File: config.mk
export PLATFORM = sky130hd
export DESIGN_NAME = ialu_div_stage
export DESIGN_NICKNAME = d
export VERILOG_FILES = /design/src/hw/rtl/ialu_pkg.sv /design/src/hw/rtl/ialu_div_stage.sv
export SDC_FILE = /design/constraint.sdc
export NUM_CORES = 1
export LEC_CHECK = 0
export BUFFER_PORTS_ARGS = -buffer_cell sky130_fd_sc_hd__buf_2
export CORE_ASPECT_RATIO = 1.4
export CORE_MARGIN = 2
export CORE_UTILIZATION = 48
export CTS_CLUSTER_DIAMETER = 200
export CTS_CLUSTER_SIZE = 28
export DETAILED_ROUTE_END_ITERATION = 10
export PLACE_DENSITY_LB_ADDON = 0.25
export SYNTH_ARGS = -nofsm -noshare
export SYNTH_HDL_FRONTEND = slang
export SYNTH_SLANG_ARGS = --single-unit
File: constraint.sdc
create_clock -name clock -period 3 [get_ports clock]
set_input_delay 0.15 -clock clock [delete_from_list [all_inputs] [get_ports clock]]
set_output_delay 0.15 -clock clock [all_outputs]
set_load 0.005 [all_outputs]
File: src/hw/rtl/ialu_pkg.sv
// ----------------------------------------------------------------------------
// ialu_pkg
// shared types and constants of the integer alu
// ----------------------------------------------------------------------------
package ialu_pkg;

   localparam int DataWidth = 32;
   localparam int FuncWidth = 3;

   typedef enum logic [FuncWidth-1:0] {
      FUNC_ADD = 3'd0,
      FUNC_SUB = 3'd1,
      FUNC_MUL = 3'd2,
      FUNC_DIV = 3'd3,
      FUNC_MOD = 3'd4
   } func_type;

   typedef struct packed {
      logic sign_q;
      logic sign_r;
      logic zero;
   } ctrl_type;

endpackage

File: src/hw/rtl/ialu_div_stage.sv
// ----------------------------------------------------------------------------
// ialu_div_stage
// one restoring division step, registered, with stall
// ----------------------------------------------------------------------------
module ialu_div_stage #(
   parameter int DATA_WIDTH = ialu_pkg::DataWidth
) (
   input  logic                           clock,
   input  logic                           reset,
   input  logic                           advance,
   input  logic                           valid_in,
   input  logic [ialu_pkg::FuncWidth-1:0] func_in,
   input  logic [DATA_WIDTH-1:0]          data_in,
   input  ialu_pkg::ctrl_type             ctrl_in,
   input  logic [DATA_WIDTH-1:0]          quot_in,
   input  logic [DATA_WIDTH-1:0]          rem_in,
   input  logic [DATA_WIDTH-1:0]          div_in,
   output logic                           valid_out,
   output logic [ialu_pkg::FuncWidth-1:0] func_out,
   output logic [DATA_WIDTH-1:0]          data_out,
   output ialu_pkg::ctrl_type             ctrl_out,
   output logic [DATA_WIDTH-1:0]          quot_out,
   output logic [DATA_WIDTH-1:0]          rem_out,
   output logic [DATA_WIDTH-1:0]          div_out
);
   logic                           valid_ff;
   logic [ialu_pkg::FuncWidth-1:0] func_ff;
   logic [DATA_WIDTH-1:0]          data_ff, quot_ff, rem_ff, div_ff;
   logic [DATA_WIDTH-1:0]          quot_in_n, rem_in_n;
   ialu_pkg::ctrl_type             ctrl_ff;
   logic [DATA_WIDTH:0]            shifted, diff;

   always_comb begin
      shifted = {rem_in, quot_in[DATA_WIDTH-1]};
      diff    = shifted - {1'b0, div_in};
      if (!diff[DATA_WIDTH]) begin
         rem_in_n  = diff[DATA_WIDTH-1:0];
         quot_in_n = {quot_in[DATA_WIDTH-2:0], 1'b1};
      end else begin
         rem_in_n  = shifted[DATA_WIDTH-1:0];
         quot_in_n = {quot_in[DATA_WIDTH-2:0], 1'b0};
      end
   end

   always_ff @(posedge clock) begin
      if (reset) begin
         valid_ff <= 1'b0;
      end else if (advance) begin
         valid_ff <= valid_in;
      end
      if (advance) begin
         func_ff <= func_in;
         data_ff <= data_in;
         ctrl_ff <= ctrl_in;
         quot_ff <= quot_in_n;
         rem_ff  <= rem_in_n;
         div_ff  <= div_in;
      end
   end

   assign valid_out = valid_ff;
   assign func_out  = func_ff;
   assign data_out  = data_ff;
   assign ctrl_out  = ctrl_ff;
   assign quot_out  = quot_ff;
   assign rem_out   = rem_ff;
   assign div_out   = div_ff;
endmodule

==> out/qor.txt, run 1 <==
Port Buf Inserts: 272
All-Layer GR Usage: 0.2701
Worst-Skew Late Latency: 410 ps
Final setup TNS: 0 ps
Critical Path End Type: register
Syn_nets: 652
Tot Pwr: 0.005671 W
Number of CTS-inserted buffers: 17
Layout Skew: 0 ps
# IOs: 273
Final setup vio count: 0
1st-iter DRT viols: 237
Top post-synthesis cells by area: edfxtp_1, ha_1, mux2_4
VDD IR max: 389.6 uV
Final period utilization: 0.9748
Adder-Cell Fraction of Synth Area: 0.06423
Root Driver: clkbuf_16
Largest net degree at the start of global routing: 77
Crit path kind: input port to register
Post-synthesis mux area share: 0.07169
Power Density: 565.1 nW/um^2
First-pass GRT wire length: 29.19 mm
Worst-path fanout max: 9
Final antenna-violating net count: 0
Startpoint types: input port
WL met2: 10.97 mm
Post-route DRC: 0
Average routed wire per standard cell: 18.76 um
DIE HEIGHT: 142.2 um
HPWL after detailed placement: 13.29 mm
WP buf/inv: 5
Avg Cell Area, Syn: 13.61 um^2
Site Rows: 50
CTS H-tree lvls: 4
Synth async-reset ratio: 0
Top routing layer in use: met4
Die area: 14600 um^2
Mapped Area: 6545 um^2
MaxCap Viol Count: 0
Wl on met1: 7.157 mm
Final min period: 2924 ps
Clock tree buffer depth: 2
Seq/Total Area, Yosys: 0.6179
Synth Flop Type: edfxtp_1
Worst relative slew slack: 0.5185
Routability Congestion: 0.8342
Clock sink total: 135
Post-synth top area cell: edfxtp_1
CTS tree: yes
Number of synthesized flops with an enable pin: 134
Largest family of logic cells by synthesized area: compound AO/OA/AOI/OAI gates
Area grow syn2layout: 53.34%
Critical Path AT: 3090 ps
Share of layout cells above drive strength 1: 0.4195
Status: finished, final reports clean
Synth top area share: 0.6148
Final hold viol count: 0
Initial antenna violation count: 0
Max-slew violations: 0
XOR/XNOR share of the synthesized area: 0.03078
Die Span X: 102.7 um
Met3 wire length: 1.529 mm
Synth warn: 0
Synth Instances: 481
Final #Nets: 1059
Vias: 5601
Reg clk slew, reported paths: 70 ps
Final WL: 20.34 mm
Vias in the first global route: 5757
Hold Path Class: input port to register
GRT overflow: 0
Critical path data required time: 3170 ps
Top Family by Delay on Critical Path: buffers and inverters
Worst-Margin Slew: 722.3 ps
CP cell instances: dlygate4sd3_1 > buf_2 > inv_1 > ha_2 > a21oi_2 > o311a_1 > o21ai_1 > a21o_1 > o31a_2 > mux2i_2 > nor2_4 > buf_12 > clkbuf_16 > mux2_4
Max Clk Rate: 342.0 MHz
Top-count cell post-synth: edfxtp_1
Router iterations before antenna repair: 4
Most common library cells after synthesis: edfxtp_1, a21oi_1, inv_1
Seq cells post-synth: 135
Max incr delay on CP: 530 ps
DR vias/cell: 5.167
Simple-gate share of the synthesized area: 0.07876
Initial Util: 0.4912
Leak Pwr: 4.533 nW
Core area: 13330 um^2
Slowest CP cell: dlygate4sd3_1
Compound-Gate Fraction of Synth Area: 0.1046
Cell variety after synth: 50
[metrics by stage]
stage / setup slack, ps / utilization / hold WS [ps] / instances / cell area (um^2)
4_1_cts: 49.16 / 0.7413 / 24.80 / 1080 / 9878
6_report: 75.67 / 0.7531 / 44.07 / 1084 / 10040
3_5_place_dp: 5.797 / 0.6199 / 323.0 / 945 / 8260
3_3_place_gp: 48.29 / 0.6199 / 307.1 / 945 / 8260
5_1_grt: -1.547 / 0.7530 / 25.14 / 1083 / 10030
2_1_floorplan: 315.9 / - / 222.4 / 481 / 6545
[worst reg2reg max path, delay by kind of cell, from the launching register on]
kind | cells | cell delay (ps)
DFF | 1 | 310
buffers and inverters | 1 | 550
muxes | 1 | 130
and+or+nand+nor | 1 | 60
[what timing repair did]
| item | CTS | global route |
|---|---|---|
| hold buffers | 103 | 0 |
| hold endpoints to repair | 102 | 0 |
| gates resized for setup | 0 | 19 |
| setup endpoints to repair | 0 | 28 |
| setup buffers | 0 | 1 |
[final timing paths]
kind                            startpoint          end  slack [ps]  cells past startpoint
worst min-delay path            rem_in[24]  rem_out[25]          40                      2
worst min register to register   valid_out    valid_out        1080                      3
worst max register to register   valid_out    valid_out        1830                      3
worst max-delay path            div_in[16]   rem_out[4]          80                     14
[layout by cell type (no fill, tap or decap), types with 10 or more instances in the layout]
cell / netlist / final
a21oi_1: 38 / 33
nand3_1: 10 / 10
buf_4: 0 / 18
ha_1: 32 / 25
o21ai_0: 17 / 17
buf_2: 2 / 271
a21o_1: 18 / 18
inv_1: 38 / 38
nand2_1: 27 / 27
clkbuf_16: 0 / 19
dlygate4sd3_1: 0 / 103
xnor2_1: 13 / 13
nor2_1: 19 / 19
xor2_1: 10 / 10
edfxtp_1: 134 / 134
mux2_4: 25 / 25
[logic make-up (layout without fill, tap and decap cells)]
logic type / after synthesis / count (layout)
compound gates: 107 / 107
xor+xnor: 23 / 23
fa+ha+maj: 33 / 33
buf+inv: 49 / 469
flops: 135 / 135
mux: 34 / 34
other cells: 0 / 1
simple gates: 100 / 100
[per-layer routing]
metal  up-vias  track usage
li1       2625            -
met1      2649       0.2772
met2       271       0.5002
met3        56      0.07957
met4         0       0.1095
met5         -            0
[report_power, final]
group          internal, W  leakage, nW  total, W  switching (W)
Combinational     0.000648         2.93   0.00123       0.000585
Sequential         0.00230         1.32   0.00235      0.0000558
Clock              0.00118        0.279   0.00208       0.000906
[state kept, by name, indices dropped and copies added (netlist names)]
signal	flops
div_out	32
rem_out	32
data_out	32
func_out	3
valid_out	1
ctrl_out	3
quot_out	32
[area by class of cell]
cell class	instances	area, um^2
antenna	1	2.502
clock buffer	17	425.4
clock inverter	15	161.4
fill	867	3289
inverter	38	142.6
multi-input combinational	297	2377
sequential	135	4044
tap	182	227.7
timing repair buffer	399	2655
No activity file was read; power rests on OpenSTA's default activity.
==> run 2: changes to the inputs <==
==> constraint.sdc (replaced) <==
create_clock -name clock -period 3.27 [get_ports clock]
set_input_delay 0.1635 -clock clock [delete_from_list [all_inputs] [get_ports clock]]
set_output_delay 0.1635 -clock clock [all_outputs]
set_load 0.005 [all_outputs]
==> run 2 against run 1 <==
  * Hold slack improved by 22 ps
  * Via count fell by 2.8%
  * Wire length shrank 3.5%
  * Critical path depth shrank 2
  * Combinational power down 15%
  * Critical path type unchanged
==> out/qor.txt, run 2 (synthesis results as in run 1) <==
Port Buf Inserts: 272 (unchanged)
Crit path from: div_in[0]
Slowest CP cell: dlygate4sd3_1
DR vias/cell: 5.114 (-1.0%)
Clock sink total: 135 (unchanged)
All-Layer GR Usage: 0.2663 (-0.003774)
End of the critical path: rem_out[26]
Reg2reg setup slack: 2140 ps (+310 ps)
Final setup vio count: 0 (unchanged)
R2R Path End: valid_out
Power Density: 537.1 nW/um^2 (-4.9%)
Max-slew violations: 0 (unchanged)
Commonest non-fill, non-tap cell in the layout: buf_2
Site Rows: 50 (unchanged)
Critical R2R Launch: valid_out
Leak Pwr: 4.456 nW (-1.7%)
Antenna Cells: 0 (-1)
Worst relative slew slack: 0.5295 (+0.01099)
Worst-Skew Late Latency: 420 ps (about the same)
Die area: 14600 um^2 (unchanged)
Root Driver: clkbuf_16
Hold Path Class: input port to register
Max Clk Rate: 324.5 MHz
Post-route DRC: 0 (unchanged)
1st-iter DRT viols: 288 (+22%)
RSZ-0062 raised after global routing: no
Vias: 5446 (-2.8%)
Worst-Margin Slew: 705.8 ps (-16.49 ps)
# IOs: 273 (unchanged)
Final antenna-violating net count: 0 (unchanged)
Max incr delay on CP: 550 ps (+20 ps)
Final #Nets: 1041 (-1.7%)
Final min period: 3082 ps
Routability Congestion: 0.8519 (+2.1%)
Layout Skew: 0 ps (unchanged)
Postcts setup bufs: 0 (unchanged)
CTS tree: yes
Initial antenna violation count: 0 (unchanged)
Area grow syn2layout: 49.91%
Final setup TNS: 0 ps (unchanged)
Number of CTS-inserted buffers: 17 (unchanged)
MaxCap Viol Count: 0 (unchanged)
Largest net degree at the start of global routing: 78 (+1.3%)
CP cell instances: dlygate4sd3_1 > buf_2 > ha_1 > fa_1 > nand2b_1 > a21oi_2 > o211ai_1 > a21oi_1 > a41o_1 > a2111oi_0 > nor4_1 > mux2_4
Crit path kind: input port to register
CTS H-tree lvls: 4 (unchanged)
Place WS: 120.1 ps (+114.3 ps)
Final WL: 19.62 mm (-3.5%)
Initial Util: 0.4912 (unchanged)
Share of layout cells above drive strength 1: 0.3930 (-0.02656)
Router iterations before antenna repair: 4 (unchanged)
Critical Path End Type: register
Vias in the first global route: 5743 (-0.24%)
# fillers: 890 (+2.7%)
Final period utilization: 0.9425
Critical path data required time: 3560 ps (+390 ps)
Clock tree buffer depth: 2 (unchanged)
First-pass GRT wire length: 29.17 mm (about the same)
Status: finished, final reports clean
Average routed wire per standard cell: 18.42 um (-1.8%)
HPWL after detailed placement: 13.07 mm (-1.6%)
Critical Path AT: 3370 ps (+280 ps)
Worst-path fanout max: 4 (-5)
Worst reg-to-reg path cell count: 3 (unchanged)
Core area: 13330 um^2 (unchanged)
Startpoint types: input port
DIE HEIGHT: 142.2 um (unchanged)
Final WS setup: 188.0 ps (+112.3 ps)
Die Span X: 102.7 um (unchanged)
VDD IR max: 352.0 uV (-9.7%)
Reg clk slew, reported paths: 60 ps (about the same)
Final hold viol count: 0 (unchanged)
GRT overflow: 0 (unchanged)
Most frequent cells in the layout: buf_2, edfxtp_1, dlygate4sd3_1
==> run 2: cell count changes in the layout (fill, tap and decap cells not counted), sizes merged <==
cell      previous run  this run
buf                294       278
diode                1         0
clkinvlp             3         1
clkbuf              19        17
bufinv               1         3
==> run 2: timing repair <==
| item | 4_1_cts | 5_1_grt |
|---|---|---|
| endpoints found under the hold margin | 102 | 0 |
| gates resized for setup | 0 | 3 |
| setup endpoints to repair | 0 | 29 |
| hold buffers | 103 | 0 |
==> run 2: final cells by class <==
type	instances	area, um^2	share of cell area
clock inverters	15	209.0	0.02130
well taps	182	227.7	0.02321
clock buffers	17	425.4	0.04336
flip-flops and latches	135	4044	0.4121
inverters	38	142.6	0.01454
repair buffers	381	2460	0.2507
multi-input cells	297	2303	0.2348
==> run 2: how the worst min path moves through the flow <==
| stage | slack (ps) | from | end | depth (start not counted) |
|---|---|---|---|---|
| 2_1_floorplan | 240 | reset | valid_out | 1 |
| 3_3_place_gp | 320 | reset | valid_out | 2 |
| 3_5_place_dp | 330 | reset | valid_out | 2 |
| 4_1_cts | 50 | rem_in[28] | rem_out[29] | 2 |
| 5_1_grt | 60 | rem_in[24] | rem_out[25] | 2 |
| 6_report | 70 | rem_in[18] | rem_out[19] | 2 |
==> run 2: where the power goes <==
| part | switching [W] | internal (W) |
|---|---|---|
| combinational | 0.000510 | 0.000541 |
| clock | 0.000826 | 0.00124 |
| sequential | 0.0000487 | 0.00211 |
==> run 2: critical path: cells and delay by family <==
kind	cells	cell delay, ps
compound gates	5	1020
fa+ha+maj	2	600
buf+inv	2	680
mux	1	230
simple gates	2	660
==> run 2: routing by layer <==
layer,track usage,wire length [um],up-vias
met4,0.1060,482,0
met3,0.07220,1422,30
li1,-,-,2582
met5,0,0,-
met2,0.4985,10780,249
met1,0.2734,6928,2585
==> run 2: stage by stage <==
step | instances | hold WS [ps] | utilization | area [um^2] | total power [W]
finish | 1065 | 66.41 | 0.7363 | 9812 | 0.005270
global route | 1065 | 63.35 | 0.7363 | 9812 | 0.005483
CTS | 1065 | 51.71 | 0.7355 | 9801 | 0.005279
detailed placement | 930 | 330.5 | 0.6105 | 8135 | 0.003120
global placement | 930 | 320.5 | 0.6105 | 8135 | 0.003099
floorplan | 481 | 235.9 | - | 6545 | 0.002698
==> run 3: changes to the inputs <==
==> constraint.sdc (replaced) <==
create_clock -name clock -period 3.27 [get_ports clock]
set_input_delay 0.654 -clock clock [delete_from_list [all_inputs] [get_ports clock]]
set_output_delay 0.654 -clock clock [all_outputs]
set_load 0.005 [all_outputs]
==> run 3 against run 2 <==
  * Power shrank 3.3%
  * Sequential cell count is the same
  * Largest power group unchanged
  * Highest routed layer unchanged
  * Register-to-register slack gained 540 ps
  * Fmax shrank 0.29%
  * Sequential share of layout area grew 3.8 points
  * Sequential power is essentially flat
  * First-iteration DRC count shrank 54%
  * Clock skew is the same
  * Critical path depth grew 1
  * Die area is the same
  * Wire length shrank 11%
  * Clock power shrank 4%
==> out/qor.txt, run 3 (synthesis results as in run 1) <==
Status: finished, final reports clean
Switching Fraction: 0.2524 (-0.01033)
Final WL: 17.38 mm (-11%)
Die area: 14600 um^2 (unchanged)
Worst-path fanout max: 9 (+5)
DIE HEIGHT: 142.2 um (unchanged)
Core area: 13330 um^2 (unchanged)
Sequential share of power: 0.422 (+0.013)
Hold Path Class: input port to register
Antenna Cells: 0 (unchanged)
Routability Congestion: 0.8852 (+3.9%)
CTS tree: yes
# fillers: 1043 (+17%)
Tot Pwr: 0.005099 W (-3.3%)
RSZ-0062 raised after global routing: no
MaxCap Viol Count: 0 (unchanged)
Max-slew violations: 0 (unchanged)
CTS H-tree lvls: 4 (unchanged)
Reg clk slew, reported paths: 60 ps (about the same)
Max Clk Rate: 323.5 MHz (-0.29%)
Combinational cell fraction of total power: 0.192 (-0.007)
Critical Path AT: 3240 ps (-130 ps)
Worst Hold End: valid_out
Final setup TNS: 0 ps (unchanged)
Critical R2R Launch: valid_out
Slowest CP cell: fa_1
Final setup vio count: 0 (unchanged)
Critical path data required time: 3420 ps (-140 ps)
# IOs: 273 (unchanged)
DP Area: 8381 um^2 (+3.0%)
Worst-Margin Slew: 649.3 ps (-56.53 ps)
CP cell instances: buf_2 > inv_1 > ha_1 > fa_1 > nand2b_1 > a21oi_1 > o211ai_1 > a21oi_1 > o31a_2 > mux2i_1 > nor2_4 > buf_4 > mux2_4
Final hold viol count: 0 (unchanged)
R2R Path End: valid_out
Power Density: 567.8 nW/um^2 (+5.7%)
DR vias/cell: 5.105 (-0.17%)
Net switching power: 0.001287 W (-7.1%)
Final period utilization: 0.9452 (+0.002713)
Initial Util: 0.4912 (unchanged)
Number of CTS-inserted buffers: 17 (unchanged)
Share of layout cells above drive strength 1: 0.4605 (+0.06752)
Clock group share of total power: 0.386 (-0.005)
Most frequent cells in the layout: buf_2, edfxtp_1, inv_1, a21oi_1, buf_4
Largest net degree at the start of global routing: 72 (-7.7%)
Average routed wire per standard cell: 17.52 um (-4.9%)
Clock sink total: 135 (unchanged)
Worst-Skew Late Latency: 420 ps (about the same)
Root Driver: clkbuf_16
Final Instance Area: 8980 um^2 (-8.5%)
Hold path depth: 2 (unchanged)
Critical Path End Type: register
Final antenna-violating net count: 0 (unchanged)
Crit path kind: input port to register
Site Rows: 50 (unchanged)
CP most frequent cell: a21oi_1
Post-route DRC: 0 (unchanged)
Router iterations before antenna repair: 6 (+2)
Commonest non-fill, non-tap cell in the layout: buf_2
Max incr delay on CP: 400 ps (-150 ps)
HPWL after detailed placement: 13.48 mm (+3.1%)
Area grow syn2layout: 37.20%
Final #Nets: 969 (-6.9%)
CTS Hold Buffers Added: 0 (-100%)
Postcts setup bufs: 0 (unchanged)
VDD IR max: 321.9 uV (-8.5%)
Place WS: -261.6 ps (-381.7 ps)
Die Span X: 102.7 um (unchanged)
Startpoint types: input port
Util after Layout: 0.6739 (-0.06244)
GRT overflow: 0 (unchanged)
Clock tree buffer depth: 2 (unchanged)
1st-iter DRT viols: 132 (-54%)
Worst reg-to-reg path cell count: 2 (-1)
All-Layer GR Usage: 0.2367 (-0.02962)
WP buf/inv: 3 (+1)
Vias in the first global route: 5232 (-8.9%)
Final WS setup: 179.1 ps (-8.872 ps)
Worst relative slew slack: 0.5671 (+0.03768)
Initial antenna violation count: 0 (unchanged)
Vias: 5064 (-7.0%)
Reg2reg setup slack: 2680 ps (+540 ps)
Post-CTS sizing: 0 (unchanged)
Final min period: 3091 ps (+8.872 ps)
Min-delay src: reset
First-pass GRT wire length: 26.04 mm (-11%)
Internal: 0.003812 W (-1.9%)
Top Family by Delay on Critical Path: compound AO/OA/AOI/OAI gates
Layout Skew: 0 ps (unchanged)
Leak Pwr: 4.148 nW (-6.9%)
Port Buf Inserts: 272 (unchanged)
[run 3: power groups by stage]
| stage | combinational [W] | sequential, W | clock [W] |
|---|---|---|---|
| floorplan | 0.000486 | 0.00221 | 0 |
| global placement | 0.000961 | 0.00219 | 0 |
| detailed placement | 0.000980 | 0.00219 | 0 |
| CTS | 0.000987 | 0.00216 | 0.00200 |
| global route | 0.00107 | 0.00217 | 0.00207 |
| finish | 0.000979 | 0.00215 | 0.00197 |
[run 3: worst max-delay path by stage]
stage / startpoint / to / slack [ps] / cells after the start
2_1_floorplan: quot_in[31] / rem_out[10] / 80 / 12
3_3_place_gp: quot_in[31] / rem_out[20] / -210 / 13
3_5_place_dp: quot_in[31] / rem_out[25] / -260 / 13
4_1_cts: quot_in[31] / rem_out[23] / 130 / 13
5_1_grt: quot_in[31] / rem_out[23] / 40 / 13
6_report: quot_in[31] / rem_out[23] / 180 / 13
[run 3: area by class of cell]
cell class	count	area, um^2	share of cell area
Clock buffer	18	429.2	0.04779
Clock inverter	13	170.2	0.01895
Inverter	38	142.6	0.01588
Multi-Input combinational cell	297	2296	0.2557
Sequential cell	135	4044	0.4503
Tap cell	182	227.7	0.02536
Timing Repair Buffer	309	1670	0.1860
[run 3: worst reg2reg max path: stages (launching register included)]
cell     delay (ps)
dfxtp_1         310
mux2i_1         120
nor2_1           50
[run 3: metrics by stage]
step / hold WS, ps / cells
after global placement: 469.3 / 961
after detailed placement: 495.7 / 961
after global routing: 390.9 / 992
final: 386.5 / 992
after CTS: 382.9 / 992
after floorplan: 485.0 / 481
[run 3: metal layers]
metal  routed length (um)  vias up  global-route usage  share of wire
met5                    0        -                   0              0
met4                  410        0             0.08912          0.024
met3                 1441       21             0.07318          0.083
met2                 9371      211              0.4307           0.54
met1                 6161     2393              0.2511           0.35
li1                     -     2439                   -              -
